<file path="src/rtl/core/srlrd_pkg.sv">
package srlrd_pkg;

	localparam int MASK_W  = 16;
	localparam int LEN_W   = 5;
	localparam int START_W = 4;
	localparam int HALF_W  = 5;
	localparam int CDEG_W  = 16;

	localparam int CENTIDEG_FULL = 36000;

endpackage

</file>
<file path="src/rtl/core/sensor_ring_longest_run_direction_core.sv">
// Longest circular run of active detectors on a ring of SENSOR_COUNT equally spaced detectors,
// with the run's length, first detector and midpoint direction (half-detector steps and rounded
// hundredths of a degree). Ties go to the run that starts at the lowest detector. One mask is
// accepted per cycle while mask_stall is low. The four stages are the input
// register, the per-detector run lengths (log2 doubling steps), the best-run selection tree
// and the output register for the angle arithmetic. Each stage holds while the one after it is
// full and stalled, so result_stall only reaches mask_stall once every stage is occupied.
// angle_valid is low when no detector or every detector is active; the angle fields are then 0.
module sensor_ring_longest_run_direction_core #(
	parameter int SENSOR_COUNT = 16
) (
	input  logic                                clk,
	input  logic                                arst_n,
	input  logic                                mask_valid,
	output logic                                mask_stall,
	input  logic [srlrd_pkg::MASK_W-1:0]        sensor_mask,
	output logic                                result_valid,
	input  logic                                result_stall,
	output logic [srlrd_pkg::LEN_W-1:0]         run_length,
	output logic [srlrd_pkg::START_W-1:0]       run_start,
	output logic [srlrd_pkg::HALF_W-1:0]        angle_half_steps,
	output logic [srlrd_pkg::CDEG_W-1:0]        angle_centideg,
	output logic                                angle_valid
);

	localparam int STEPS   = $clog2(SENSOR_COUNT);
	localparam int IDX_W   = STEPS;
	localparam int RL_W    = STEPS + 1;
	localparam int HIDX_W  = STEPS + 1;
	localparam int HF_W    = STEPS + 2;
	localparam int LEAVES  = 1 << STEPS;

	// pipeline control
	logic valid_s1, valid_s2, valid_s3;
	logic en1, en2, en3, en4;

	assign en4 = !result_valid || !result_stall;
	assign en3 = !valid_s3 || en4;
	assign en2 = !valid_s2 || en3;
	assign en1 = !valid_s1 || en2;
	assign mask_stall = !en1;

	always_ff @(posedge clk or negedge arst_n) begin
		if (!arst_n) begin
			valid_s1     <= 1'b0;
			valid_s2     <= 1'b0;
			valid_s3     <= 1'b0;
			result_valid <= 1'b0;
		end else begin
			if (en1) valid_s1 <= mask_valid;
			if (en2) valid_s2 <= valid_s1;
			if (en3) valid_s3 <= valid_s2;
			if (en4) result_valid <= valid_s3;
		end
	end

	// stage 1: input register
	logic [srlrd_pkg::MASK_W-1:0] mask_s1;

	always_ff @(posedge clk) begin
		if (en1 && mask_valid) mask_s1 <= sensor_mask;
	end

	// stage 2: run length from every run start, capped at ring size
	logic                ring [SENSOR_COUNT];
	logic [RL_W-1:0]     run_w [STEPS+1][SENSOR_COUNT];
	logic [RL_W-1:0]     len_w [SENSOR_COUNT];
	logic [RL_W-1:0]     len_s2 [SENSOR_COUNT];

	for (genvar gs = 0; gs < SENSOR_COUNT; gs++) begin : g_ring
		if (gs < srlrd_pkg::MASK_W) begin : g_in
			assign ring[gs] = mask_s1[gs];
		end else begin : g_off
			assign ring[gs] = 1'b0;
		end
		assign run_w[0][gs] = RL_W'(ring[gs]);
	end

	for (genvar gj = 0; gj < STEPS; gj++) begin : g_dbl
		for (genvar gs = 0; gs < SENSOR_COUNT; gs++) begin : g_pos
			localparam int NXT = (gs + (1 << gj)) % SENSOR_COUNT;
			assign run_w[gj+1][gs] = (run_w[gj][gs] == RL_W'(1 << gj)) ?
				run_w[gj][gs] + run_w[gj][NXT] : run_w[gj][gs];
		end
	end

	for (genvar gs = 0; gs < SENSOR_COUNT; gs++) begin : g_len
		logic head;
		logic [RL_W-1:0] capped;
		if (gs == 0) begin : g_first
			assign head = ring[gs];
		end else begin : g_rest
			assign head = ring[gs] && !ring[gs-1];
		end
		assign capped = (run_w[STEPS][gs] > RL_W'(SENSOR_COUNT)) ?
			RL_W'(SENSOR_COUNT) : run_w[STEPS][gs];
		assign len_w[gs] = head ? capped : '0;
	end

	always_ff @(posedge clk) begin
		if (en2 && valid_s1) len_s2 <= len_w;
	end

	// stage 3: longest run, lowest start wins a tie
	logic [RL_W-1:0]  node_len [2*LEAVES];
	logic [IDX_W-1:0] node_idx [2*LEAVES];
	logic [RL_W-1:0]  best_len_s3;
	logic [IDX_W-1:0] best_start_s3;

	assign node_len[0] = '0;
	assign node_idx[0] = '0;

	for (genvar gl = 0; gl < LEAVES; gl++) begin : g_leaf
		if (gl < SENSOR_COUNT) begin : g_used
			assign node_len[LEAVES+gl] = len_s2[gl];
		end else begin : g_pad
			assign node_len[LEAVES+gl] = '0;
		end
		assign node_idx[LEAVES+gl] = IDX_W'(gl);
	end

	for (genvar gn = 1; gn < LEAVES; gn++) begin : g_node
		logic take_right;
		assign take_right = node_len[2*gn+1] > node_len[2*gn];
		assign node_len[gn] = take_right ? node_len[2*gn+1] : node_len[2*gn];
		assign node_idx[gn] = take_right ? node_idx[2*gn+1] : node_idx[2*gn];
	end

	always_ff @(posedge clk) begin
		if (en3 && valid_s2) begin
			best_len_s3   <= node_len[1];
			best_start_s3 <= node_idx[1];
		end
	end

	// stage 4: midpoint direction
	logic [srlrd_pkg::CDEG_W-1:0] cdeg_lut [2*SENSOR_COUNT];

	for (genvar gh = 0; gh < 2*SENSOR_COUNT; gh++) begin : g_lut
		assign cdeg_lut[gh] = srlrd_pkg::CDEG_W'(
			(gh * srlrd_pkg::CENTIDEG_FULL + SENSOR_COUNT) / (2 * SENSOR_COUNT));
	end

	logic              dir_ok;
	logic [HF_W-1:0]   half_full;
	logic [HIDX_W-1:0] half;

	always_comb begin
		dir_ok    = (best_len_s3 != '0) && (best_len_s3 < RL_W'(SENSOR_COUNT));
		half_full = (HF_W'(best_start_s3) << 1) + HF_W'(best_len_s3) - HF_W'(1);
		if (half_full >= HF_W'(2 * SENSOR_COUNT)) begin
			half = HIDX_W'(half_full - HF_W'(2 * SENSOR_COUNT));
		end else begin
			half = HIDX_W'(half_full);
		end
	end

	always_ff @(posedge clk) begin
		if (en4 && valid_s3) begin
			run_length  <= srlrd_pkg::LEN_W'(best_len_s3);
			run_start   <= (best_len_s3 != '0) ? srlrd_pkg::START_W'(best_start_s3) : '0;
			angle_valid <= dir_ok;
			if (dir_ok) begin
				angle_half_steps <= srlrd_pkg::HALF_W'(half);
				angle_centideg   <= cdeg_lut[half];
			end else begin
				angle_half_steps <= '0;
				angle_centideg   <= '0;
			end
		end
	end

endmodule
</file>
<file path="config.mk">
export PLATFORM = sky130hd
export DESIGN_NAME = sensor_ring_longest_run_direction_core
export DESIGN_NICKNAME = d
export VERILOG_FILES = /design/src/rtl/core/srlrd_pkg.sv /design/src/rtl/core/sensor_ring_longest_run_direction_core.sv
export SDC_FILE = /design/constraint.sdc
export NUM_CORES = 1
export LEC_CHECK = 0
export BUFFER_PORTS_ARGS = -buffer_cell sky130_fd_sc_hd__clkbuf_2
export CAP_MARGIN = 0
export CORE_MARGIN = 2
export CORE_UTILIZATION = 45
export CTS_CLUSTER_DIAMETER = 120
export DETAILED_ROUTE_END_ITERATION = 8
export PLACE_DENSITY_LB_ADDON = 0.08
export SLEW_MARGIN = 10
export SYNTH_ARGS = -nofsm -noshare
export SYNTH_HDL_FRONTEND = slang
export SYNTH_SLANG_ARGS = --single-unit
</file>
<file path="constraint.sdc">
create_clock -name clk -period 9.1 [get_ports clk]
set_clock_uncertainty 0.15 [all_clocks]
set_input_delay 0.455 -clock clk [delete_from_list [all_inputs] [get_ports clk]]
set_output_delay 0.455 -clock clk [all_outputs]
set_load 0.02 [all_outputs]
</file>
==> qor.yml <==
preCtsSetupSlack_ps: 2290
cts_resized: 0
slowest_delay_ps: 750
vias: 10400
synth_fp_nets: 1663
rsz0062_at_grt: "no"
drt_iter0_drc: 807
clockBufferDepth: 2
crit_family: "compound AO/OA/AOI/OAI gates"
viasPerCell: 5.58
die_w_um: 178
area_growth_pct: 9.53
yosys-top-cells-count: "ha_1, inv_1, edfxtp_1, a21oi_1, nor2_1"
cts_root_buf: "clkbuf_16"
yosysSeqAreaShare_pct: 30.5
dp_hpwl_um: 28400
drive_gt1_share_pct: 9.43
syn_inst: 1415
die_area_mm2: 0.0317
yosysTopAreaCellShare_pct: 29.8
multi_input_area_mm2: 0.00876
worstHoldPathType: "in -> reg"
status: "complete, no violations"
synthFlopType: "edfxtp_1"
ctsHoldBuffers: 1
track_usage_pct: 22.7
drc: 0
io_pins: 53
cts_tree: "yes"
cp-start-kind: "register"
htree_levels: 4
path_class: "reg -> reg"
cts_setup_buffers: 0
tns_ps: 0
clkTransAtPathRegs_ps: 70
yosysMostFrequentCell: "ha_1"
ys_ff_latch: 139
wl_um: 34700
max_freq_mhz: 144
antenna_found_initial: 0
syn_area_mm2: 0.0136
synth.avg_cell_area_um2: 9.62
wl_per_cell_um: 18.6
numPlacedInstances: 1831
drv_cap: 0
hold_viol_final: 0
fill_cells: 2736
antennaDiodeCount: 0
irDropWorstVdd_v: 0.000442
ys_warn_count: 0
min_period_over_period_pct: 76.1
coreArea_mm2: 0.0297
layout_min_cycle_time_ps: 6930
slew_violations: 0
gp_congestion: 0.915
floorplan.initialDensity_pct: 45.8
power_density_mw_per_mm2: 315
path_max_fanout: 12
antenna_left: 0
arrival_ps: 6950
ys_types: 73
final.setup.worst_slack_ps: 2170
synth-edff-count: 135
grt_max_degree: 65
dr.pass1.iters: 7
cts_num_sinks: 139
rows: 63
synth_top_area_cell: "edfxtp_1"
setup_violations: 0
tightest_slew_ps: 1000
cp_data_required_time_ps: 9130
synth_area_leaders: "edfxtp_1, ha_1, fa_1, mux2i_1, a21oi_1"
crit_buf_inv: 5
crit_slowest_cell: "a21oi_1"
final_cells: 1864
p_total_mw: 4.70
slew_headroom_pct: 33.0
cts_buffers: 17
ys_async_sr_fraction_pct: 2.88
dieHeight_um: 178
p_leak_nw: 7.26
grt_pass1_vias: 10300
nets: 1709
grt_pass1_wl_um: 55100
seqCellArea_mm2: 0.00415
clk_latency_ps: 430
crit_path_end_kind: "register"
numPortBuffers: 52
grt_overflow: 0
postLayoutCoreUtil_pct: 50.2
## placed cells by master, fill, tap and decap left out, types with 5 or more instances in the layout
cell / count
buf_4: 7
nand3_1: 26
ha_1: 187
inv_1: 151
o21ai_0: 35
fa_1: 41
nor2_1: 109
nand4_1: 15
xor2_1: 17
edfxtp_1: 135
a21o_1: 44
a311oi_1: 5
nand2_1: 71
clkbuf_16: 17
o211ai_1: 7
a31o_2: 5
a21oi_2: 6
nor3_1: 40
and3_1: 20
nand2b_1: 31
clkbuf_2: 52
a21boi_0: 8
and2_1: 29
nor2b_1: 42
o21ai_1: 10
o31a_1: 5
a21oi_1: 120
xnor2_1: 20
o21a_1: 8
a31oi_1: 11
mux2i_1: 72
o32ai_4: 5
a211oi_1: 15
## power breakdown
part           leakage [nW]  total [mW]  switching [mW]  internal (mW)
Clock                 0.296       0.740           0.283          0.457
Sequential             1.40        1.03          0.0814          0.951
Combinational          5.57        2.92            1.80           1.12
## logic make-up (layout without fill, tap and decap cells)
kind of cell / after synthesis / count (layout) / share of synthesized area, %
and+or+nand+nor: 422 / 422 / 16.1
AOI/OAI and AO/OA: 322 / 322 / 16.1
adders and majority gates: 228 / 228 / 23.2
buffers and inverters: 186 / 245 / 5.26
DFF: 139 / 139 / 30.5
muxes: 80 / 80 / 6.32
xor gates and xnor gates: 38 / 38 / 2.44
## stage by stage
step / hold WS (ps) / area, um2
2_1_floorplan: 9.41 / 13600
6_report: 46.0 / 14900
3_5_place_dp: 117 / 14300
4_1_cts: 29.1 / 14900
5_1_grt: 26.9 / 14900
3_3_place_gp: 116 / 14300
## final timing paths
check	start	to	slack, ps	cells past startpoint
worst max-delay path	len_s2[28]	best_len_s3[3]	2170	28
worst min register to register	valid_s3	result_valid	320	1
min in group asynchronous	arst_n	valid_s1	210	2
max in group asynchronous	arst_n	valid_s3	8470	2
worst max register to register	len_s2[28]	best_len_s3[3]	2170	28
worst min-delay path	sensor_mask[12]	mask_s1[12]	50	1
## routing by layer
metal	vias to the layer above	share of wire (%)	track usage [%]
met3	56	4.0	3.56
met5	-	0	0
li1	5202	-	-
met1	4910	46	30.6
met2	242	47	36.9
met4	0	3.0	8.37
## area by class of cell
class	count	area share, %
Clock buffer	24	3.23
Clock inverter	8	0.889
Inverter	153	3.85
Multi-Input combinational cell	1090	58.7
Sequential cell	139	27.9
Tap cell	390	3.27
Timing Repair Buffer	60	2.16
## sequential cells by signal, summed over array words and instances, names as in the netlist
name              cells
len_s2               80
mask_s1              16
angle_centideg       15
angle_half_steps      5
best_len_s3           5
run_length            5
best_start_s3         4
run_start             4
angle_valid           1
result_valid          1
valid_s1              1
valid_s2              1
valid_s3              1
(Power assumes the default switching activity.)
